$ cat src/rtl/ditc_pkg.sv
// ----------------------------------------------------------------------------
// Digital input toggle channels package
// Command, mode and register codes and the per-channel update functions.
// ----------------------------------------------------------------------------
`default_nettype none

package ditc_pkg;

  typedef enum logic [1:0] {
    CMD_SAMPLE   = 2'd0,
    CMD_BIT_SET  = 2'd1,
    CMD_PERIODIC = 2'd2,
    CMD_UNUSED   = 2'd3
  } cmd_t;

  typedef enum logic [1:0] {
    MODE_DIRECT  = 2'd0,
    MODE_BTOGGLE = 2'd1,
    MODE_STOGGLE = 2'd2,
    MODE_NONE    = 2'd3
  } mode_t;

  typedef enum logic [2:0] {
    REG_ENABLE     = 3'd0,
    REG_INVERT     = 3'd1,
    REG_MODE       = 3'd2,
    REG_TARGETS_LO = 3'd3,
    REG_TARGETS_HI = 3'd4
  } cfg_reg_t;

  localparam int BIT_LEVEL   = 0;
  localparam int BIT_BUS     = 1;
  localparam int BIT_RELEASE = 2;

  localparam logic [3:0] BUS_LENGTH = 4'd2;

  typedef struct packed {
    logic accept;
    logic emit;
  } ditc_cmd_t;

  typedef struct packed {
    logic is_sample;
    logic hit;
    logic pend_none;
    logic out_free;
  } ditc_sts_t;

  typedef struct packed {
    logic       send;
    logic       bit_val;
    logic [7:0] st;
  } samp_res_t;

  function automatic samp_res_t chan_sample(logic [7:0] st, logic lvl, mode_t mode);
    samp_res_t  r;
    logic [7:0] s;
    s         = st;
    r.send    = 1'b0;
    r.bit_val = 1'b0;
    unique case (mode)
      MODE_DIRECT: begin
        r.send    = 1'b1;
        r.bit_val = lvl;
        s         = {7'd0, lvl};
      end
      MODE_BTOGGLE: begin
        if (!s[BIT_RELEASE] && lvl) begin
          s[BIT_BUS]     = ~s[BIT_BUS];
          r.bit_val      = s[BIT_BUS];
          r.send         = 1'b1;
          s[BIT_RELEASE] = 1'b1;
        end else if (s[BIT_RELEASE] && !lvl) begin
          s[BIT_RELEASE] = 1'b0;
        end
        s[BIT_LEVEL] = lvl;
      end
      MODE_STOGGLE: begin
        s[BIT_BUS]   = ~s[BIT_BUS];
        r.bit_val    = s[BIT_BUS];
        r.send       = 1'b1;
        s[BIT_LEVEL] = lvl;
      end
      MODE_NONE: begin
        s = st;
      end
    endcase
    r.st = s;
    return r;
  endfunction

  function automatic logic [7:0] chan_bus(logic [7:0] st, cmd_t cmd, logic [7:0] value,
                                          mode_t mode);
    logic [7:0] s;
    logic       set;
    s   = st;
    set = (cmd == CMD_BIT_SET) ? value[0] : (|value);
    unique case (mode)
      MODE_DIRECT:  s = value;
      MODE_BTOGGLE: s[BIT_BUS] = set;
      MODE_STOGGLE: s[BIT_BUS] = set;
      MODE_NONE:    s = st;
    endcase
    return s;
  endfunction

endpackage

`default_nettype wire

$ cat src/rtl/ditc_dp.sv
// ----------------------------------------------------------------------------
// Digital input toggle channels datapath
// Configuration registers, channel state, pending message mask and output register.
// ----------------------------------------------------------------------------
`default_nettype none

module ditc_dp
  import ditc_pkg::*;
#(
  parameter  int CHANNELS = 8,
  localparam int IDX_W    = (CHANNELS > 1) ? $clog2(CHANNELS) : 1
) (
  input  wire logic              clk,
  input  wire logic              rst_n,
  input  wire logic              cfg_valid,
  input  wire logic [2:0]        cfg_index,
  input  wire logic [63:0]       cfg_data,
  input  wire logic [1:0]        in_command,
  input  wire logic [7:0]        in_pin_levels,
  input  wire logic [15:0]       in_packet_target,
  input  wire logic [7:0]        in_packet_value,
  input  wire logic              in_packet_multicast,
  input  wire logic [3:0]        in_packet_length,
  input  wire ditc_cmd_t         cmd,
  input  wire logic [IDX_W-1:0]  idx,
  output ditc_sts_t              sts,
  input  wire logic              out_ready,
  output logic                   out_valid,
  output logic [15:0]            out_msg_target,
  output logic                   out_msg_value,
  output logic                   out_last
);

  logic [CHANNELS-1:0]   en_r, inv_r;
  logic [2*CHANNELS-1:0] mode_r;
  logic [63:0]           tlo_r, thi_r;
  logic [7:0]            st_r   [CHANNELS];
  logic [7:0]            st_nxt [CHANNELS];
  logic [CHANNELS-1:0]   pend_r, pend_nxt;
  logic [CHANNELS-1:0]   sbit_r, sbit_nxt;
  logic [15:0]           tgt    [CHANNELS];
  logic [CHANNELS-1:0]   rest;
  logic                  bus_ok;
  logic                  out_valid_r, out_value_r, out_last_r;
  logic [15:0]           out_target_r;

  for (genvar g = 0; g < CHANNELS; g++) begin : g_tgt
    if (g < 4) begin : g_lo
      assign tgt[g] = tlo_r[16*g +: 16];
    end else begin : g_hi
      assign tgt[g] = thi_r[16*(g-4) +: 16];
    end
  end

  assign bus_ok = ((cmd_t'(in_command) == CMD_BIT_SET) || (cmd_t'(in_command) == CMD_PERIODIC))
                  && in_packet_multicast && (in_packet_length == BUS_LENGTH);

  always_comb begin
    samp_res_t sr;
    logic      lvl;
    sr       = '0;
    lvl      = 1'b0;
    pend_nxt = pend_r;
    sbit_nxt = sbit_r;
    for (int i = 0; i < CHANNELS; i++) begin
      st_nxt[i] = st_r[i];
    end
    if (cmd.emit) begin
      pend_nxt[idx] = 1'b0;
    end
    if (cmd.accept) begin
      if (cmd_t'(in_command) == CMD_SAMPLE) begin
        for (int i = 0; i < CHANNELS; i++) begin
          lvl         = in_pin_levels[i] ^ inv_r[i];
          sr          = chan_sample(st_r[i], lvl, mode_t'(mode_r[2*i +: 2]));
          pend_nxt[i] = 1'b0;
          if (en_r[i] && (st_r[i][BIT_LEVEL] != lvl)) begin
            st_nxt[i]   = sr.st;
            pend_nxt[i] = sr.send;
            sbit_nxt[i] = sr.bit_val;
          end
        end
      end else if (bus_ok) begin
        for (int i = 0; i < CHANNELS; i++) begin
          if (en_r[i] && (tgt[i] == in_packet_target)) begin
            st_nxt[i] = chan_bus(st_r[i], cmd_t'(in_command), in_packet_value,
                                 mode_t'(mode_r[2*i +: 2]));
          end
        end
      end
    end
  end

  always_comb begin
    rest      = pend_r;
    rest[idx] = 1'b0;
  end

  always_ff @(posedge clk) begin
    if (!rst_n) begin
      en_r   <= '0;
      inv_r  <= '0;
      mode_r <= '0;
      tlo_r  <= '0;
      thi_r  <= '0;
      pend_r <= '0;
      for (int i = 0; i < CHANNELS; i++) begin
        st_r[i] <= '0;
      end
    end else begin
      pend_r <= pend_nxt;
      for (int i = 0; i < CHANNELS; i++) begin
        st_r[i] <= st_nxt[i];
      end
      if (cfg_valid) begin
        unique case (cfg_reg_t'(cfg_index))
          REG_ENABLE:     en_r   <= cfg_data[CHANNELS-1:0];
          REG_INVERT:     inv_r  <= cfg_data[CHANNELS-1:0];
          REG_MODE:       mode_r <= cfg_data[2*CHANNELS-1:0];
          REG_TARGETS_LO: tlo_r  <= cfg_data;
          REG_TARGETS_HI: thi_r  <= cfg_data;
          default: begin
          end
        endcase
      end
    end
  end

  always_ff @(posedge clk) begin
    sbit_r <= sbit_nxt;
  end

  always_ff @(posedge clk) begin
    if (!rst_n) begin
      out_valid_r <= 1'b0;
    end else if (cmd.emit) begin
      out_valid_r <= 1'b1;
    end else if (out_ready) begin
      out_valid_r <= 1'b0;
    end
  end

  always_ff @(posedge clk) begin
    if (cmd.emit) begin
      out_target_r <= tgt[idx];
      out_value_r  <= sbit_r[idx];
      out_last_r   <= ~|rest;
    end
  end

  assign sts.is_sample = (cmd_t'(in_command) == CMD_SAMPLE);
  assign sts.hit       = pend_r[idx];
  assign sts.pend_none = ~|pend_r;
  assign sts.out_free  = !out_valid_r || out_ready;

  assign out_valid      = out_valid_r;
  assign out_msg_target = out_target_r;
  assign out_msg_value  = out_value_r;
  assign out_last       = out_last_r;

endmodule

`default_nettype wire

$ cat src/rtl/ditc_ctrl.sv
// ----------------------------------------------------------------------------
// Digital input toggle channels controller
// Accepts items and steps the channel scan that emits at most one message per cycle while the output is free.
// ----------------------------------------------------------------------------
`default_nettype none

module ditc_ctrl
  import ditc_pkg::*;
#(
  parameter  int CHANNELS = 8,
  localparam int IDX_W    = (CHANNELS > 1) ? $clog2(CHANNELS) : 1
) (
  input  wire logic             clk,
  input  wire logic             rst_n,
  input  wire logic             in_valid,
  output logic                  in_ready,
  input  wire ditc_sts_t        sts,
  output ditc_cmd_t             cmd,
  output logic [IDX_W-1:0]      idx
);

  typedef enum logic [1:0] {
    ST_IDLE = 2'b01,
    ST_SCAN = 2'b10
  } state_t;

  state_t           state_r, state_nxt;
  logic [IDX_W-1:0] idx_r, idx_nxt;

  always_comb begin
    state_nxt  = state_r;
    idx_nxt    = idx_r;
    cmd.accept = 1'b0;
    cmd.emit   = 1'b0;
    unique case (state_r)
      ST_IDLE: begin
        if (in_valid) begin
          cmd.accept = 1'b1;
          if (sts.is_sample) begin
            state_nxt = ST_SCAN;
            idx_nxt   = '0;
          end
        end
      end
      ST_SCAN: begin
        if (sts.pend_none) begin
          state_nxt = ST_IDLE;
        end else if (!sts.hit || sts.out_free) begin
          cmd.emit = sts.hit;
          if (idx_r == IDX_W'(CHANNELS - 1)) begin
            state_nxt = ST_IDLE;
          end else begin
            idx_nxt = idx_r + IDX_W'(1);
          end
        end
      end
      default: begin
        state_nxt = ST_IDLE;
      end
    endcase
  end

  always_ff @(posedge clk) begin
    if (!rst_n) begin
      state_r <= ST_IDLE;
      idx_r   <= '0;
    end else begin
      state_r <= state_nxt;
      idx_r   <= idx_nxt;
    end
  end

  assign in_ready = (state_r == ST_IDLE);
  assign idx      = idx_r;

endmodule

`default_nettype wire

$ cat src/rtl/digital_input_toggle_channels_top.sv
// ----------------------------------------------------------------------------
// Digital input toggle channels top level
// Bank of digital input channels that reports level changes as bus messages.
// ----------------------------------------------------------------------------
// The input channel takes one item per transfer: a pin sample or a bus packet.
// A pin sample updates every enabled channel at once and then scans the
// channels in rising order, one channel per cycle unless the output stalls,
// loading one message per sending channel into the output register; the last
// message of a sample has tlast set. The scan ends early when no pending
// message is left. A bus packet does not start a scan and never produces a
// message. The next item is taken as soon as the scan is over, even while the
// last message still waits in the output register. When the receiver stalls,
// the scan waits on the next sending channel and the message held at the
// output stays stable. Configuration writes are always ready and are meant to
// be done while the block is idle. Synchronous reset clears the configuration,
// the channel state and the output valid flag; the output data is not reset.
// ----------------------------------------------------------------------------
`default_nettype none

module digital_input_toggle_channels_top
  import ditc_pkg::*;
#(
  parameter int CHANNELS = 8
) (
  input  wire logic        clk,
  input  wire logic        rst_n,
  input  wire logic        cfg_valid,
  output logic             cfg_ready,
  input  wire logic [2:0]  cfg_index,
  input  wire logic [63:0] cfg_data,
  input  wire logic        in_tvalid,
  output logic             in_tready,
  // [7:0] pin_levels, [23:8] packet_target, [31:24] packet_value,
  // [32] packet_multicast, [36:33] packet_length, [39:37] zero
  input  wire logic [39:0] in_tdata,
  // [1:0] command
  input  wire logic [1:0]  in_tuser,
  output logic             out_tvalid,
  input  wire logic        out_tready,
  // [15:0] msg_target, [16] msg_value, [23:17] zero
  output logic [23:0]      out_tdata,
  output logic             out_tlast
);

  localparam int IDX_W = (CHANNELS > 1) ? $clog2(CHANNELS) : 1;

  ditc_cmd_t        cmd;
  ditc_sts_t        sts;
  logic [IDX_W-1:0] idx;
  logic [15:0]      msg_target;
  logic             msg_value;

  assign cfg_ready = 1'b1;

  ditc_ctrl #(
    .CHANNELS(CHANNELS)
  ) u_ctrl (
    .clk      (clk),
    .rst_n    (rst_n),
    .in_valid (in_tvalid),
    .in_ready (in_tready),
    .sts      (sts),
    .cmd      (cmd),
    .idx      (idx)
  );

  ditc_dp #(
    .CHANNELS(CHANNELS)
  ) u_dp (
    .clk                 (clk),
    .rst_n               (rst_n),
    .cfg_valid           (cfg_valid),
    .cfg_index           (cfg_index),
    .cfg_data            (cfg_data),
    .in_command          (in_tuser),
    .in_pin_levels       (in_tdata[7:0]),
    .in_packet_target    (in_tdata[23:8]),
    .in_packet_value     (in_tdata[31:24]),
    .in_packet_multicast (in_tdata[32]),
    .in_packet_length    (in_tdata[36:33]),
    .cmd                 (cmd),
    .idx                 (idx),
    .sts                 (sts),
    .out_ready           (out_tready),
    .out_valid           (out_tvalid),
    .out_msg_target      (msg_target),
    .out_msg_value       (msg_value),
    .out_last            (out_tlast)
  );

  assign out_tdata = {7'd0, msg_value, msg_target};

endmodule

`default_nettype wire

$ cat config.mk
export PLATFORM = sky130hd
export DESIGN_NAME = digital_input_toggle_channels_top
export DESIGN_NICKNAME = d
export VERILOG_FILES = /design/src/rtl/ditc_pkg.sv /design/src/rtl/ditc_dp.sv /design/src/rtl/ditc_ctrl.sv /design/src/rtl/digital_input_toggle_channels_top.sv
export SDC_FILE = /design/constraint.sdc
export NUM_CORES = 1
export LEC_CHECK = 0
export BUFFER_PORTS_ARGS = -buffer_cell sky130_fd_sc_hd__buf_4
export CAP_MARGIN = 0
export CORE_MARGIN = 2
export CORE_UTILIZATION = 50
export CTS_CLUSTER_DIAMETER = 40
export CTS_CLUSTER_SIZE = 10
export DETAILED_ROUTE_END_ITERATION = 10
export GPL_TIMING_DRIVEN = 1
export PLACE_DENSITY = 0.79
export SETUP_SLACK_MARGIN = 0.2
export SLEW_MARGIN = 10
export SYNTH_ARGS = -nofsm -noshare
export SYNTH_HDL_FRONTEND = slang
export SYNTH_HIERARCHICAL = 1
export SYNTH_SLANG_ARGS = --single-unit
$ cat constraint.sdc
create_clock -name clk -period 4.7 [get_ports clk]
set_clock_uncertainty 0.05 [all_clocks]
set_input_delay 0 -clock clk [delete_from_list [all_inputs] [get_ports clk]]
set_output_delay 0 -clock clk [all_outputs]
set_load 0.005 [all_outputs]
* Yosys cells after proc, flatten, opt, wreduce, memory -nomap -nowiden
Memories as Yosys holds them, arrays and structs flattened.
Cells that the tools add are included.
** Cells by class
- Add/subtract/negate cells :: 1
- Order comparisons :: 3
- Equality and inequality tests :: 57
- Mux-type cells :: 157
- Bitwise gates (word level) :: 27
- Reduce and logical (&&, ||, !) cells :: 95
** Operators with widths (number)
- 2-to-1 mux 8 bit :: 27
- 2-to-1 mux 64 bit :: 3
- == test 16 bit :: 8
- case mux 2 bit (4 select lines) :: 8
- 2-to-1 mux 1 bit :: 53
- binary-select mux 16 bit (select 3 bit) :: 1
- 2-to-1 mux 6 bit :: 8
- case mux 2 bit (3 select lines) :: 8
- 2-to-1 mux 5 bit :: 8
- == test 2 bit, second input constant :: 18
- logical AND 1 bit :: 35
- 2-to-1 mux 16 bit :: 2
- 2-to-1 mux 2 bit :: 13
- case mux 1 bit (3 select lines) :: 8
- AND reduction 3 bit :: 8
- OR reduction 8 bit :: 3
- == test 2 x 1 -> 1 bit, second input constant :: 10
- logical NOT 1 bit :: 19
- logical NOT 2 bit :: 9
- case mux 1 bit (2 select lines) :: 8
- OR reduction 2 bit :: 8
- 2-to-1 mux 3 bit :: 5
- AND reduction 2 bit :: 5
- AND 8 bit :: 1
- other kinds (26) :: 64
** Storage, ports and cells
- Register bits :: 200
- Bits in writable memories :: 64
- Bits of input ports :: 114
- Output and inout bits :: 28
- Memories kept :: 1
** Memories
- u_dp.st_r :: depth 8, bits a word 8, rd ports 8, clocked after memory_dff 0, write ports 8, RTL line ditc_dp.sv:37 : logic [7:0] st_r [CHANNELS];

* Logic depth before layout (Yosys ltp)
- Depth after elaboration :: 10
- Depth in mapped cells :: 10
- Depth with buffers taken out :: 9

* Modules after synthesis
Netlist, hierarchy kept.
** Modules (own cells, without submodules)
- ditc_dp :: instances 1, cells an instance 1490, area each 11857.6 µm², sequential area each 4644.5 µm²
- ditc_ctrl :: instances 1, cells an instance 28, area each 279.0 µm², sequential area each 100.1 µm²
- digital_input_toggle_channels_top :: instances 1, cells an instance 11, area each 75.1 µm², sequential area each 0.0 µm²

* Least setup slack after synthesis
OpenSTA, ideal clock, no wires.
- Path type :: reg2reg
- Start :: reg u_ctrl.idx_r[0] (netlist: u_ctrl/idx[0])
- End :: reg u_dp.pend_r[0]
- Library setup time :: 128 ps
- Data arrival time :: 2337 ps
- Slack :: 2185 ps
- Stages on the path, launching flop included :: 10
- Clock period less this slack :: 2515 ps
- Cell sequence :: dfxtp_1 > nor3b_1 > clkbuf_1 > a22oi_1 > nand4_1 > and3_1 > clkbuf_1 > nand2_1 > a31oi_1 > nor2_1
** RTL lines
- start, declared :: RTL line ditc_ctrl.sv:28 : logic [IDX_W-1:0] idx_r, idx_nxt;
- start signal, assigned :: RTL line ditc_ctrl.sv:69 : idx_r <= idx_nxt;
- end signal, assigned :: RTL line ditc_dp.sv:111 : pend_r <= pend_nxt;
- end, declared :: RTL line ditc_dp.sv:39 : logic [CHANNELS-1:0] pend_r, pend_nxt;

==> summary.txt <==
Timing
  – Unrepaired setup endpoints after global routing: false
  – Fin crit period: about 3.0 ns
  – Max_slew headroom: 0.326
  – Worst-Margin Slew: between 1 and 1.5 ns
  – Fmax: 338 MHz
  – Total negative slack for setup checks: 0 ns
  – Final period util: 0.630
  – Fin. max-slew vios: 0
  – Final setup fails: 0
  – Final Hold Fails: 0

Synth
  – Most common cell in the synthesized netlist: nand2_1
  – Mean post-synth cell area: 7.99 um2
  – Post-synth EDFFs: 26
  – Synth cell types: 74
  – Synth warn: 6
  – Most area-hungry cell type in the Yosys netlist: dfxtp_1
  – Synth cell count leaders: nand2_1 (382), dfxtp_1 (198), a21oi_1 (192), xor2_1 (84), clkbuf_1 (75)
  – Most used DFF post-synth: dfxtp_1
  – Ys async rst share: 0
  – Mapped Cells: 1529
  – Yosys reg bits: 224
  – Seq/Total Area, Yosys: 0.389
  – Synth top area share: 0.325
  – Synthesized cell area: 12200 um2
  – Largest cells by area after synthesis: dfxtp_1 (32%), nand2_1 (12%), a21oi_1 (7.9%), edfxtp_1 (6.4%), xor2_1 (6.0%)

Floorplanning
  – Site Rows: 57
  – Die Height: 160 um
  – Die W: around 160 um
  – Die area: about 26000 um2
  – Total core area: ~24000 um2
  – Ports: 142
  – Initial Utilization: 0.505

Pwr
  – Leak pwr: around 5.7 nW
  – Peak supply drop: 0.293 mV
  – Total Power: 5.10 mW
  – Pwr Density: 336 nW/um2

Global routing
  – Initial antenna violation count: 1
  – Global Route Usage Sum: 0.323
  – Vias in the first global route: about 12000
  – Pin count of the biggest net entering global routing: 83
  – Global route total overflow: 0
  – First-pass GRT wire length: 64900 um

CTS
  – CTS tree: done
  – Clk slew on worst S/H paths: 0.05 ns
  – # clock sinks: 224
  – Longest Clk Path Bufs: 3
  – Worst-Skew Late Latency: 0.53 ns
  – Setup Buffers After CTS: 0
  – Total CTS buffers: 37
  – Clk root buf: clkbuf_16
  – # H-tree levels: 2

Critical path
  – Crit Path Max Fanout: 24
  – WP buf/inv: 1
  – CP arrival: 3.27 ns
  – Cell-by-cell trace of the critical path: and3b_1, a22oi_1, nand4_1, and3_1, buf_4, a211oi_1, a21oi_1, nor2_1
  – Critical-path top delay cell: and3b_1
  – Critical path's top delay family: simple AND/OR/NAND/NOR gates
  – Worst endpoint required time: 5.01 ns
  – Crit-path max cell delay: 0.88 ns
  – Startpoint types: flop
  – Critical Path Sink Type: flop
  – CP Class: reg2reg

Placement
  – Post-DP HPWL: 29300 um
  – Placed cell area: between 10000 and 15000 um2
  – Placer Congestion: about 1.0
  – Number of buffers added on ports: 130

Detailed routing
  – DR vias/cell: 6.08
  – Vias: 12400
  – Antenna-violating nets left: 0
  – DR pass1 iterations: 8
  – Drt drc: 0
  – DR iter-0 viols: 1539
  – Final WL: 42600 um
  – Wire per inst: 20.9 um

Min path
  – Min-Delay Path Class: in2reg

Final layout
  – P&R area growth vs syn: 24.3%
  – Final #Nets: between 1500 and 2000
  – Diodes inserted: 0
  – Final instance area: 15200 um2
  – Share of layout cells above drive strength 1: 0.139

Status
  – Outcome: complete, no violations

Job
  – Max_cap viols: 0
==> worst register-to-register path, delay by kind of cell (launching register included) <==
family                 cells  cell delay [ns]
AND/OR/NAND/NOR            4             1.35
flip-flops                 1             0.54
AO/OA/AOI/OAI              3             0.52
buffers and inverters      1             0.35
==> layer usage <==
layer  global-route usage  part of all wire
met1                0.416              0.38
met2                0.528              0.46
met3               0.0512              0.10
met4                0.159             0.053
met5                    0           0.00031
==> kinds of logic (layout without fill, tap and decap cells) <==
| group | after synthesis | after routing | synth area share |
|---|---|---|---|
| buffers and inverters | 153 | 331 | 0.0586 |
| adders and majority gates | 36 | 36 | 0.0369 |
| and+or+nand+nor | 581 | 581 | 0.210 |
| DFF | 224 | 224 | 0.389 |
| AOI/OAI and AO/OA | 373 | 373 | 0.186 |
| muxes | 16 | 16 | 0.0132 |
| other | 2 | 8 | 0.000615 |
| xor gates and xnor gates | 144 | 144 | 0.106 |
==> per-stage QoR <==
stage / util / worst slack (ns) / hold slack, ns / instances
finish: 0.628 / 1.74 / 0.0297 / 2037
global route: 0.628 / 1.57 / 0.0581 / 2037
CTS: 0.628 / 1.81 / 0.00805 / 2037
detailed placement: 0.547 / 1.82 / 0.216 / 1896
global placement: 0.547 / 1.91 / 0.207 / 1896
floorplan: - / 2.18 / 0.0262 / 1535
==> path summary, 6_finish.rpt <==
kind	cells past startpoint	startpoint	slack (ns)	endpoint
worst max register to register	8	u_ctrl/idx[0]	1.74	u_dp/pend_r[3]
worst min-delay path	6	cfg_index[2]	0.03	u_dp/inv_r[5]
worst max-delay path	8	u_ctrl/idx[0]	1.74	u_dp/pend_r[3]
worst min register to register	2	u_dp/st_r[1][18]	0.41	u_dp/st_r[1][18]
==> final cells by class <==
type | count | area, um2
fill | 2011 | 9000
tap | 324 | 405
timing repair buffer | 222 | 1860
multi-input combinational | 1158 | 6810
clock inverter | 16 | 184
clock buffer | 47 | 993
sequential | 224 | 4740
inverter | 46 | 175
==> power breakdown <==
group | leakage [nW] | internal (mW) | total [mW] | switching (mW)
Sequential | 1.82 | 1.97 | 2.01 | 0.0408
Combinational | 3.30 | 0.206 | 0.479 | 0.273
Clock | 0.579 | 1.66 | 2.61 | 0.950
Total | 5.70 | 3.84 | 5.10 | 1.26
==> flip-flops by register name (all words and copies together) (netlist names) <==
name	cells
u_dp/thi_r	64
u_dp/tlo_r	64
u_dp/st_r	24
u_dp/mode_r	16
u_dp/out_msg_target	16
u_dp/en_r	8
u_dp/inv_r	8
u_dp/pend_r	8
u_dp/sbit_r	8
u_ctrl/idx	3
u_ctrl/state_r	2
u_dp/out_last	1
u_dp/out_msg_value	1
u_dp/out_valid	1
==> cells in the final DEF (no fill, tap or decap), types with 7 or more instances in the layout <==
master,n
nand2_1,382
dfxtp_1,198
a21oi_1,192
buf_4,144
xor2_1,84
dlygate4sd3_1,78
a22oi_1,74
nor2_1,58
xnor2_1,56
inv_1,41
clkbuf_16,37
nand4_1,37
ha_1,36
edfxtp_1,26
o21ai_0,24
nand3_1,19
nor4_1,18
mux2i_1,15
a31oi_1,14
nor3_1,11
a211oi_1,10
conb_1,8
clkbuf_1,7
nand2b_1,7
==> what timing repair did <==
item                      in CTS  in global routing
gates resized for setup        0                  0
hold endpoints to repair     189                  0
hold buffers                  78                  0
Power figures use the tool's default switching activity.
